[src/sv/assert_macros.svh]
// ----------------------------------------------------------------------------
// assert_macros.svh
// assertion shorthands for the positional list engine, clocked on aclk
// ----------------------------------------------------------------------------
`ifndef ASSERT_MACROS_SVH
`define ASSERT_MACROS_SVH

// property that holds at every edge outside reset
`define PLE_ASSERT(lbl, prop, msg) \
    lbl: assert property (@(posedge aclk) disable iff (!aresetn) (prop)) \
        else $error(msg);

// consequence that must hold at the edge after the antecedent
`define PLE_ASSERT_NEXT(lbl, ante, cons, msg) \
    lbl: assert property (@(posedge aclk) disable iff (!aresetn) (ante) |=> (cons)) \
        else $error(msg);

`endif

[src/sv/ple_pkg.sv]
// ----------------------------------------------------------------------------
// ple_pkg
// command, status and cell control codes for the positional list engine
// ----------------------------------------------------------------------------
package ple_pkg;

    // beat field widths
    localparam int OP_W      = 3;
    localparam int POS_W     = 8;
    localparam int ITEM_W    = 64;
    localparam int DATA_W    = 64;
    localparam int FIDX_W    = 6;
    localparam int ECNT_W    = 7;
    localparam int STAT_W    = 3;
    localparam int S_TDATA_W = 72;
    localparam int M_TDATA_W = 80;

    // commands
    typedef enum logic [OP_W-1:0] {
        OP_PUSH   = 3'd0,
        OP_POP    = 3'd1,
        OP_INSERT = 3'd2,
        OP_DELETE = 3'd3,
        OP_SWAP   = 3'd4,
        OP_READ   = 3'd5,
        OP_FIND   = 3'd6,
        OP_CLEAR  = 3'd7
    } opcode_t;

    // result status
    typedef enum logic [STAT_W-1:0] {
        ST_OK       = 3'd0,
        ST_FULL     = 3'd1,
        ST_EMPTY    = 3'd2,
        ST_BADIDX   = 3'd3,
        ST_NOTFOUND = 3'd4
    } status_t;

    // what every cell does with its entry in the apply cycle
    typedef enum logic [1:0] {
        ACT_NONE   = 2'd0,
        ACT_INSERT = 2'd1,
        ACT_DELETE = 2'd2,
        ACT_WRITE  = 2'd3
    } action_t;

    // what the scan lane looks for
    typedef enum logic {
        SCAN_SLOT = 1'b0,
        SCAN_FIND = 1'b1
    } scan_mode_t;

    // broadcast control from the sequencer to the cell row
    typedef struct packed {
        action_t    action;
        scan_mode_t mode;
    } ctrl_t;

endpackage

[src/sv/ple_cell.sv]
// ----------------------------------------------------------------------------
// ple_cell
// one list slot: holds one word, shifts with its neighbors on insert and
// delete, and carries one stage of the scan lane that finds a slot or a match
// ----------------------------------------------------------------------------
module ple_cell
    import ple_pkg::*;
#(
    parameter int IDX        = 0,
    parameter int SW         = 6,
    parameter int CW         = 7,
    parameter int WORD_WIDTH = 64
) (
    input  logic                  aclk,
    input  ctrl_t                 ctrl_i,
    input  logic [SW-1:0]         slot_i,
    input  logic [CW-1:0]         count_i,
    input  logic [WORD_WIDTH-1:0] word_i,
    input  logic [WORD_WIDTH-1:0] left_i,
    input  logic [WORD_WIDTH-1:0] right_i,
    output logic [WORD_WIDTH-1:0] entry_o,
    input  logic                  scan_hit_i,
    input  logic [WORD_WIDTH-1:0] scan_data_i,
    input  logic [SW-1:0]         scan_idx_i,
    output logic                  scan_hit_o,
    output logic [WORD_WIDTH-1:0] scan_data_o,
    output logic [SW-1:0]         scan_idx_o
);

    localparam logic [SW-1:0] MY_SLOT = SW'(IDX);
    localparam logic [CW-1:0] MY_POS  = CW'(IDX);
    localparam logic [CW-1:0] MY_NEXT = CW'(IDX + 1);

    logic [WORD_WIDTH-1:0] entry_reg, entry_next;
    logic                  hit_reg, hit_next;
    logic [WORD_WIDTH-1:0] sdata_reg, sdata_next;
    logic [SW-1:0]         sidx_reg, sidx_next;
    logic                  match;

    // entry update for the broadcast action
    always_comb begin
        entry_next = entry_reg;
        case (ctrl_i.action)
            ACT_INSERT: begin
                if (MY_SLOT == slot_i) begin
                    entry_next = word_i;
                end else if (MY_SLOT > slot_i && MY_POS <= count_i) begin
                    entry_next = left_i;
                end
            end
            ACT_DELETE: begin
                if (MY_SLOT >= slot_i && MY_NEXT < count_i) begin
                    entry_next = right_i;
                end
            end
            ACT_WRITE: begin
                if (MY_SLOT == slot_i) begin
                    entry_next = word_i;
                end
            end
            default: begin
                entry_next = entry_reg;
            end
        endcase
    end

    // scan stage: first hit upstream wins, else this slot may claim it
    always_comb begin
        if (ctrl_i.mode == SCAN_SLOT) begin
            match = (MY_SLOT == slot_i);
        end else begin
            match = (MY_POS < count_i) && (entry_reg == word_i);
        end
        if (scan_hit_i) begin
            hit_next   = 1'b1;
            sdata_next = scan_data_i;
            sidx_next  = scan_idx_i;
        end else if (match) begin
            hit_next   = 1'b1;
            sdata_next = entry_reg;
            sidx_next  = MY_SLOT;
        end else begin
            hit_next   = 1'b0;
            sdata_next = '0;
            sidx_next  = '0;
        end
    end

    // storage and scan stage registers
    always_ff @(posedge aclk) begin
        entry_reg <= entry_next;
        hit_reg   <= hit_next;
        sdata_reg <= sdata_next;
        sidx_reg  <= sidx_next;
    end

    assign entry_o     = entry_reg;
    assign scan_hit_o  = hit_reg;
    assign scan_data_o = sdata_reg;
    assign scan_idx_o  = sidx_reg;

endmodule

[config.mk]
export PLATFORM = sky130hd
export DESIGN_NAME = ple_cell
export DESIGN_NICKNAME = d
export VERILOG_FILES = /design/src/sv/assert_macros.svh /design/src/sv/ple_pkg.sv /design/src/sv/ple_cell.sv
export SDC_FILE = /design/constraint.sdc
export NUM_CORES = 1
export LEC_CHECK = 0
export BUFFER_PORTS_ARGS = -buffer_cell sky130_fd_sc_hd__buf_2
export CAP_MARGIN = 10
export CORE_AREA = 3 3 159 161
export DETAILED_ROUTE_END_ITERATION = 7
export DIE_AREA = 0 0 162 164
export MAX_ROUTING_LAYER = met4
export PLACE_DENSITY_LB_ADDON = 0.08
export SYNTH_ARGS = -nofsm -noshare
export SYNTH_HDL_FRONTEND = slang
export SYNTH_SLANG_ARGS = --single-unit
[constraint.sdc]
create_clock -name aclk -period 10.7 [get_ports aclk]
set_clock_uncertainty 0.2 [all_clocks]
set_input_delay 1.605 -clock aclk [delete_from_list [all_inputs] [get_ports aclk]]
set_output_delay 1.605 -clock aclk [all_outputs]
set_load 0.005 [all_outputs]
==> results summary, run 1 <==
The die extent in x came out at roughly 160 um. For the final routed database, the setup TNS stands at 0 ns. By area the synthesized netlist is led by edfxtp_1, dfxtp_1, a22oi_1. The net count of the mapped netlist is about 990. The overall global routing resource usage came out at 24.7%. The area added between synthesis and finish came out at 39.0%. The global-route wire length before repair is 48.2 mm.

After floorplanning, the core was sized to cover 24100 sq um. The hold buffer count at cts is 0. The number of placement rows came out at 57.

The final setup violation count is 0. The worst hold slack after final layout came out at 0.397 ns. The worst-margin pin slew came out at 0.985 ns. Setup slack on the critical path of the routed design comes to between 5 and 6 ns.

In the finished design, the share of the clock period the worst path needs comes to 46.8%. STA classifies the critical path startpoint as an input pin. The placed wire-length estimate came out at 24.5 mm.

The overall power consumption is 1.51 mW. The required time at the endpoint of the critical path is 10.81 ns. The routed length per placed instance is 23.6 um. In the routed design, unresolved DRC markers number 0. The cell area after layout is 9930 sq um. The port buffer count is 414.

The highest fanout seen on the critical path is 76. The final layout net count is 1356. The total count of hold-check failures in the final report is 0. The final instance count without filler cells came out at between 1000 and 1500. Timing would allow up to 200 MHz. The final critical path time including I/O delays and setup is 5.01 ns. In this run the biggest area consumer among cell types represents 26.9% of the synthesized area. The worst setup path is of the in2reg kind. The number of ports placed on the die boundary is 415. In this run the static leakage power is 4.05 nW.

Across the VDD grid, the largest voltage drop is between 0.07 and 0.08 mV. The number of buffers on the longest clock path came out at 2. The power per cell area is roughly 150 nW/um^2.

The pre-antenna-repair detailed-routing pass consisted of 5 iterations. The cell total after placement is 1378. The endpoint class of the critical path is a flip-flop.

The number of vias per cell is roughly 5.4. The CTS tree is built. The number of warning messages in the yosys log is 0. Summed over all layers, the global routing overflow is 0. The number of maximum-capacitance constraint violations is 0.

In this run, the number of DRC markers left after iteration 0 of detailed routing was 609. The relative slew slack is 34.4%. Clock tree synthesis inserted a total of 17 buffers. Of all cell types, the one taking the most synthesized area is edfxtp_1.

The cell sitting at the root of the clock tree is a clkbuf_16. The average cell area after synthesis came out at 10.1 sq um. The post-CTS setup-driven buffer insertion count is 0. The clock slew at the register clock pins of the worst setup and hold paths is 0.07 ns. The number of global-route vias before repair came to roughly 7500. The number of antenna violations at the first check in global routing came out at 2. In the final layout, the share of cells above drive strength 1 is 42.5%. The cell count after synthesis came out at 709. The tightest min-delay check is of the reg2reg type. The flow ran to the end, and the final reports show no timing, DRC or antenna violations. Once the clock tree was built, the resizer swapped 0 gates to a different size.

Routability-driven placement finished with a final weighted congestion of about 0.81. The synthesized area came out at roughly 7000 sq um. The sink count of the clock tree came out at 135. The floorplan die area is about 27000 sq um.

The largest net degree at the start of global routing came out at a little under 80. The initial core utilization is between 20% and 30%. The share of the yosys chip area belonging to registers is a little under half. The final core area utilization came out at 41.2%.

The clock latency on the worst-skew pair came out at approximately 0.42 ns. The via count of the routed design is 7633. The post-detailed-placement cell area is 9400 sq um.

The count of pins over their slew limit came to 0. The critical path data arrival time is 5.12 ns. The maximum level of the CTS H-tree is 4. The final wirelength came out at 33.3 mm.

Setup repair after global routing left no endpoint under its margin. Before CTS, the worst setup slack after placement is 5.23 ns. Synthesis inferred between 100 and 150 register bits. The count of cell types in the netlist is 28. The detail route stage leaves a number of antenna-violating nets equal to 0. The die boundary height is about 160 um.
[Yosys cell counts]
cell      count
or4_1         1
o21ai_0      64
nor3_4        1
o21ba_2       1
a22oi_1     126
dfxtp_1      71
buf_6         6
buf_2        18
nor4_1        7
o31ai_1      66
nor3_1        1
a32oi_1      64
o22ai_1       1
and2_1        6
nand2_1      66
clkbuf_1     52
xnor2_1      56
inv_1         4
nor2_1        2
o211ai_1      1
nand3_1       2
a21oi_1       2
edfxtp_1     64
or4_4         1
buf_4         1
nand4_1      14
ha_1          3
xor2_1        8
[cell families after synthesis]
| family | share of synthesized area [%] |
|---|---|
| XOR/XNOR | 7.84 |
| AND/OR/NAND/NOR | 6.64 |
| adder cells (fa/ha/maj) | 0.525 |
| buffers and inverters | 5.25 |
| flip-flops | 46.8 |
| AO/OA/AOI/OAI | 33.0 |
[worst max-delay path, stage by stage]
cell and delay (ns):
buf_2 0.10, or4_4 0.54, nor3_4 0.12, buf_4 0.35, buf_4 0.50, o21ba_4 0.64, buf_4 0.71, nand2_1 0.11
o31ai_1 0.25
[cell usage in the layout, fill, tap and decap left out, types with 2 or more instances in the layout]
cell type and count:
buf_2 414, a22oi_1 126, dfxtp_1 71, nand2_1 66
o31ai_1 66, o21ai_0 64, a32oi_1 64, edfxtp_1 64
xnor2_1 56, clkbuf_16 17, nand4_1 14, xor2_1 8
buf_4 8, nor4_1 7, and2_1 6, diode_2 3
inv_1 3, clkinv_2 3, inv_4 3, clkinv_4 3
inv_6 3, nand3_4 2, ha_4 2
[worst paths after layout]
path | cells after the start | start | slack, ns | to
max | 9 | slot_i[5] | 5.69 | scan_data_o[62]
min | 2 | entry_o[3] | 0.40 | scan_data_o[3]
max reg2reg | 5 | entry_o[20] | 7.35 | scan_data_o[18]
min reg2reg | 2 | entry_o[3] | 0.40 | scan_data_o[3]
[report_power, final]
group	total [mW]	internal, mW	leakage (nW)	switching, mW
clock	0.550	0.298	0.263	0.252
combinational	0.297	0.138	2.60	0.159
sequential	0.663	0.606	1.19	0.0574
total	1.51	1.04	4.05	0.468
[metal layers]
metal	global-route usage [%]	vias up	part of all wire (%)
li1	-	3561	-
met1	31.8	3678	43
met2	40.5	368	49
met3	5.07	26	6.9
met4	5.47	0	1.2
met5	-	-	0
[state kept, by name, indices dropped and copies added (netlist names)]
name	flops
entry_o	64
scan_data_o	64
scan_idx_o	6
scan_hit_o	1
[layout make-up]
class / instances / area [sq um]
tap: 324 / 405
clock buffer: 18 / 429
multi-input combinational: 493 / 3500
antenna: 3 / 7.51
sequential: 135 / 3340
clock inverter: 14 / 97.6
fill: 2544 / 14200
timing repair buffer: 422 / 2130
inverter: 4 / 15.0
(Power assumes the default switching activity.)
==> run 2: changes to the inputs <==
Clock period 10.7 ns to 4.4 ns, I/O delays scaled along.
==> run 2 against run 1 <==
- non-clock buffer count grew 7
- largest power group unchanged
- final cell count grew 0.57%
- power grew to 2.5 times the previous value
- utilization grew 0.64 points
- via count grew 0.46%
- largest cell class unchanged
==> results summary, run 2 (synthesis gave the netlist of run 1 again) <==
The internal power of the cells is ~2.7 mW. The share of total power in the clock network is 38.5%. In the layout the commonest cells are buf_2, a22oi_1, dfxtp_1.

The highest cell delay on the worst timing path is 0.60 ns. In this run the post-CTS setup repair buffer count came out at 0. Counting the fill cells in the layout gives 2507. The depth of the critical timing path with buffers and inverters included came out at 6. Walking the worst path, the cells encountered are xnor2_1 > nand4_1 > nor4_1 > nand3_4 > buf_4 > o31ai_1.

The number of vias per cell came out at 5.40. Summed over all layers, the global routing overflow is 0. The type of the worst setup path is reg2reg. The sink count of the clock tree came out at 135. The path class of the tightest hold or removal check is in2reg. The count of cells resized by post-cts repair is 0. The die extent in x is approximately 160 um. Setup repair after global routing left no endpoint under its margin. Buffers placed on the I/O ports in this run total 414.

The number of maximum-capacitance constraint violations came out at 0. The endpoint identified for the worst register-to-register timing path is scan_data_o[57]. The worst setup path is captured at a flip-flop. The CTS root buffer is clkbuf_16. The largest net degree at the start of global routing is around 130.

Data arrives at the worst endpoint at 3.38 ns. The initial core utilization came out at 29.6%. The number of global-route vias before repair came out at 7496. The final weighted congestion in routability-driven placement is 0.826. The final wirelength came out at around 34 mm.

The number of antenna violations at the first check in global routing came to 5. The run finished with clean final reports. The number of ports placed on the die boundary came out at 415. The pre-antenna-repair detailed-routing pass consisted of 5 iterations. STA classifies the critical path startpoint as a flip-flop.

In the global route stage, overall resource usage came out at 25.2%. The residual antenna-violating net count after detailed routing came out at 0. The overall power consumption is 3.82 mW. The net switching fraction of the power is about 30%. The count of pins over their slew limit came out at 0. The floorplan die area is 26600 sq um. The first global-routing pass estimated 48.3 mm of wire. The area added between synthesis and finish is 41.1%. The leading cell type in the layout, fill and taps excluded is buf_2. In the final layout, the share of cells above drive strength 1 is 42.9%. The placed instances occupy a cell area of 9480 sq um. TritonCTS built the clock tree.

The leakage dissipation came out at 4.13 nW. The number of buffers and inverters on the critical path came out at 1. On the critical path the largest part of the delay comes from simple AND/OR/NAND/NOR gates. The starting DRC count in detailed routing is 681.

The final critical path time including I/O delays and setup came out at 3.26 ns. The startpoint identified for the worst register-to-register timing path is entry_o[38]. The routed length per placed instance is roughly 24 um. The placed wire-length estimate is 25.0 mm. The power dissipated by switching net loads is 1.13 mW.

The timing-limited maximum frequency is about 300 MHz. The total core area is 24100 sq um. The fraction of the cycle the final worst path needs came out at between 70% and 80%.

The die boundary height is between 150 and 200 um. The maximum level of the CTS H-tree came out at 4. The final layout net count came out at 1363. The highest fanout seen on the critical path is 40. The final setup violation count is 0. The launch point of the critical path is entry_o[38]. The highest ir drop seen on vdd is 0.172 mV. Buffers inserted to repair hold after CTS numbered 0. The most critical setup path has its endpoint at scan_data_o[57]. The required time at the endpoint of the critical path is 4.52 ns. The cell area after layout is 10100 sq um. The worst register-to-register path has a depth of 6. Of the total power, registers draw 42.3%. The worst register-to-register path has a setup slack of 1.14 ns.

The clock slew at the register clock pins of the worst setup and hold paths is 0.07 ns. The number of clock buffers added by TritonCTS is 17. The setup total negative slack came out at 0 ns.

The relative slew slack is 32.2%. The total count of hold-check failures in the final report is 0. The share of total power in combinational logic came out at 19.2%. The worst-margin pin slew is 1.02 ns. Power spread over the standard cell area amounts to around 380 nW/um^2. The largest individual stage delay along the critical path comes from the cell nand3_4.

The remaining design rule violation count is 0. The via count of the routed design came out at ~7700. The number of buffers on the longest clock path is 2.

The number of placement rows is 57. The clock latency on the worst-skew pair came out at 0.43 ns.
## run 2: cell types whose count changed in the layout (fill, tap and decap cells not counted), moves of 2 or more
cell and delta:
buf_4 +5, buf_12 +2, clkbuf_16 +4, inv_6 -2
## run 2: power groups by stage
stage               Combinational (mW)  Sequential [mW]  Clock, mW
floorplan                        0.314             1.61          0
global placement                 0.743             1.64          0
detailed placement               0.743             1.64          0
CTS                              0.746             1.62       1.49
global route                     0.808             1.63       1.55
finish                           0.734             1.62       1.47
## run 2: area by class of cell
type | count | area [sq um] | share of cell area [%]
Multi-Input combinational cell | 493 | 3500 | 34.7
Tap cell | 324 | 405 | 4.02
Sequential cell | 135 | 3340 | 33.1
Clock buffer | 24 | 547 | 5.42
Timing Repair Buffer | 429 | 2210 | 21.9
Clock inverter | 8 | 53.8 | 0.533
Antenna cell | 4 | 10.0 | 0.0992
Inverter | 4 | 15.0 | 0.149
## run 2: stage by stage
stage               std cells  util (%)  setup WS, ns  hold WS, ns
detailed placement       1385      39.3         0.851        0.385
CTS                      1417      41.8          1.13        0.216
finish                   1421      41.8          1.14        0.231
floorplan                 709         -         0.121        0.369
global route             1421      41.8         0.952        0.231
global placement         1385      39.3         0.882        0.382
## run 2: how the worst min path moves through the flow
stage | endpoint | depth (start not counted) | start | slack, ns
finish | scan_data_o[29] | 3 | scan_data_i[29] | 0.23
global route | scan_data_o[31] | 3 | scan_data_i[31] | 0.23
CTS | scan_data_o[29] | 3 | scan_data_i[29] | 0.22
detailed placement | scan_data_o[0] | 2 | entry_o[0] | 0.39
global placement | scan_data_o[51] | 2 | entry_o[51] | 0.38
floorplan | scan_data_o[11] | 2 | entry_o[11] | 0.37
## run 2: metal layers
layer	GRT usage (%)	part of all wire, %	up-vias
met2	42.3	50	370
li1	-	-	3579
met4	6.79	1.5	0
met1	31.4	42	3690
met5	-	0	-
met3	4.67	6.7	29
## run 2: worst reg2reg max path, cell delays in order, from the launching register on
cell and delay, ns:
edfxtp_1 0.49, xnor2_1 0.42, nand4_1 0.16, nor4_1 0.49, nand3_4 0.60, buf_4 0.50, o31ai_1 0.29
==> run 3: changes to the inputs <==
Settings changed: ABC_AREA set to 1, CORE_AREA 3 3 159 161 to 3 3 160 162, DIE_AREA 0 0 162 164 to 0 0 163 165.
Clock period 4.4 ns to 3.2 ns, I/O delays scaled along.
==> run 3 against run 2 <==
- wire length fell by 11%
- worst hold slack got worse by 0.18 ns
- count of clock-buffer cells in the layout unchanged
- global-route usage is 2.9 points lower
- critical path depth grew 5
- final cell count grew 18%
- sequential share of layout area shrank 0.60 points
- worst setup slack got worse by 0.21 ns
- critical endpoint is now scan_data_o[28]
- register-to-register slack got worse by 0.21 ns
- die area is 1.2% higher
- flip-flop and latch count is the same
==> results summary, run 3 <==
The share of total power in the clock network is 40.1%. The async set-or-reset flop fraction in the synthesized netlist came out at 0%. Setup repair after global routing left no endpoint under its margin.

Total power for the finished layout comes to 5.19 mW. The synthesized design contains 64 enable-type register cells. Combinational logic is responsible for 18.1% of the overall power.

At the pin with the least slew margin, the transition time is 0.805 ns. The timing-limited maximum frequency came out at around 440 MHz. TritonCTS built the clock tree. Summed over all instances, the cell type with the most area after synthesis is edfxtp_1. The final layout net count came out at between 1500 and 2000.

The number of global-route vias before repair is roughly 7500. The routed length per placed instance is 18.0 um. The clock latency on the worst-skew pair came out at 0.42 ns. The internal power of the cells came out at 3.72 mW. The highest ir drop seen on vdd is 0.222 mV. The overall global routing resource usage came out at 22.3%. The number of vias per cell came out at 4.53.

The initial utilization of the core area, before any placement, comes to 29.8%. The sequential share of power is 41.9%. The number of CTS-inserted buffers came out at 17. In the layout the commonest cells are buf_2, nand2_1, nor2_1. In this run the core area contains 57 standard-cell rows.

Routability-driven placement finished with a final weighted congestion of 0.821. The floorplan die area came out at between 20000 and 30000 sq um. For this run, the leading register cell type out of synthesis is dfxtp_1.

Counting instances in the post-synthesis netlist gives the leading cell types as nand2_1, nor2_1, dfxtp_1. Setup violations remaining at the end of the flow were counted as 0. By area the synthesized netlist is led by edfxtp_1, dfxtp_1, nand2_1. The library cell used most frequently in the layout, excluding fill and tap cells, is buf_2. The register-to-register path setup slack is 0.93 ns.

The number of cells produced by synthesis is 937. The number of gates resized after CTS was 0. The power per cell area came out at 505 nW/um^2. The largest net degree at the start of global routing came out at 71. The die extent in x is 163 um. The via count of the routed design is around 7600. Among cell families on the critical path, the largest total delay comes from simple AND/OR/NAND/NOR gates. Max-cap violations in this run came to 0. In this run the cell area of the synthesized design comes to roughly 7200 sq um. By instance count, the cell type seen most on the critical path is nand2_1. The port buffer count is about 410. The total count of hold-check failures in the final report is 0. The run finished with clean final reports.

The cell total after placement is around 1600. The net count of the mapped netlist came out at 1220. From bottom edge to top edge, the die measures 165 um. The path class of the tightest hold or removal check is in2reg.

Headroom to the max-slew limit came out at 46.3%. Once detail routing completed, the nets flagged for antenna violations numbered 0. The sink count of the clock tree came out at 135. The setup total negative slack came out at 0 ns. The number of ports placed on the die boundary is 415. The fraction of the cycle the final worst path needs is 70.8%. The clock slew at the register clock pins of the worst setup and hold paths came out at approximately 0.070 ns. From synthesis to final layout, the design area changed by 42.3%. The top cell type by area accounts for 26.6% of the synthesized area. Once the clock tree was built, the setup fixing pass inserted 0 buffers. Yosys printed 0 warnings. The final wirelength came out at 30.3 mm. The number of iterations in the first detailed-routing pass came out at 4. The starting DRC count in detailed routing came out at 420. The kind of launch point of the worst setup path is a flip-flop.

The net switching fraction of the power is 28.4%. The number of buffers on the longest clock path came out at 2. The share of the yosys chip area belonging to registers came out at 46.3%. The total core area is between 20000 and 25000 sq um.

The highest cell delay on the worst timing path came out at between 0.4 and 0.5 ns. The netlist uses 23 different library cells. The critical path is of the reg2reg type. The leakage dissipation is ~5.1 nW. Data on the critical path is required at its endpoint by 3.35 ns. In this run the number of H-tree levels came out at 4.

The slowest cell on the critical path is edfxtp_1. The most common cell in the netlist is nand2_1. The average cell area after synthesis is 7.70 sq um.

The analysis attributes to net switching a power of 1.47 mW. Of the cells placed in the final design, the portion with a size suffix greater than 1 is 36.4%. The hold buffer count at cts came out at 0. The global-route wire length before repair came out at 44.2 mm.

The remaining design rule violation count is 0. Traced cell by cell, the critical path runs through xor2_1 > nor2_1 > nand2_1 > nor2_1 > nand2_1 > nor2_1 > nand2_1 > nand2_4 > buf_12 > nand3_1 > nand2_1. The number of buffers and inverters on the critical path is 1. The highest fanout seen on the critical path is 65. The final critical path time including I/O delays and setup is ~2.3 ns. The critical path data arrival time came out at 2.41 ns. The worst setup path is captured at a flip-flop.

The final instance count without filler cells came out at 1681. For this run the aggregate overflow at the end of global routing stands at 0. The placed wire-length estimate is 22.6 mm. The root buffer cell chosen for the clock tree is clkbuf_16. The count of pins over their slew limit is 0. The number of flip-flops and latches in the synthesized netlist is 135. The number of antenna violations at the first check in global routing came out at 12.
## run 3: final timing paths
kind,start,to,cells past startpoint
max reg2reg,entry_o[25],scan_data_o[28],11
min,scan_data_i[10],scan_data_o[10],3
min reg2reg,entry_o[56],scan_data_o[56],2
max,entry_o[25],scan_data_o[28],11
## run 3: area by class of cell
type / instances / area, sq um
clock inverters: 8 / 83.8
clock buffers: 24 / 537
diodes: 14 / 35.0
fillers: 2606 / 14000
repair buffers: 430 / 2220
inverters: 62 / 233
multi-input cells: 684 / 3420
well taps: 324 / 405
flip-flops and latches: 135 / 3340
## run 3: logic make-up after synthesis
kind of cell	Yosys count	synth area share [%]
adders and majority gates	3	0.520
DFF	135	46.3
xor gates and xnor gates	41	4.97
and+or+nand+nor	509	29.1
AOI/OAI and AO/OA	131	12.0
buffers and inverters	118	7.16
## run 3: metal layers
layer	part of all wire, %	track usage [%]	vias to the layer above
met4	1.4	6.77	0
met5	0	-	-
met1	42	27.2	3459
li1	-	-	3878
met3	7.1	5.69	20
met2	49	36.6	264
## run 3: power by group through the flow
stage | sequential [mW] | combinational, mW | clock [mW]
2_1_floorplan | 2.19 | 0.414 | 0
3_3_place_gp | 2.22 | 0.946 | 0
3_5_place_dp | 2.21 | 0.951 | 0
4_1_cts | 2.18 | 0.955 | 2.14
5_1_grt | 2.20 | 1.06 | 2.21
6_report | 2.17 | 0.937 | 2.08
## run 3: stage by stage
stage	cell area [sq um]	util, %	hold slack, ns	worst slack (ns)
after floorplan	7230	-	0.329	0.348
after global placement	9620	39.7	0.331	0.646
after detailed placement	9620	39.7	0.328	0.615
after CTS	10200	42.2	0.0224	0.864
after global routing	10300	42.3	0.0319	0.690
final	10300	42.4	0.0478	0.935
## run 3: worst min-delay path: stages
cell and delay, ns:
buf_2 0.07, nand2_1 0.04, nand2_1 0.05
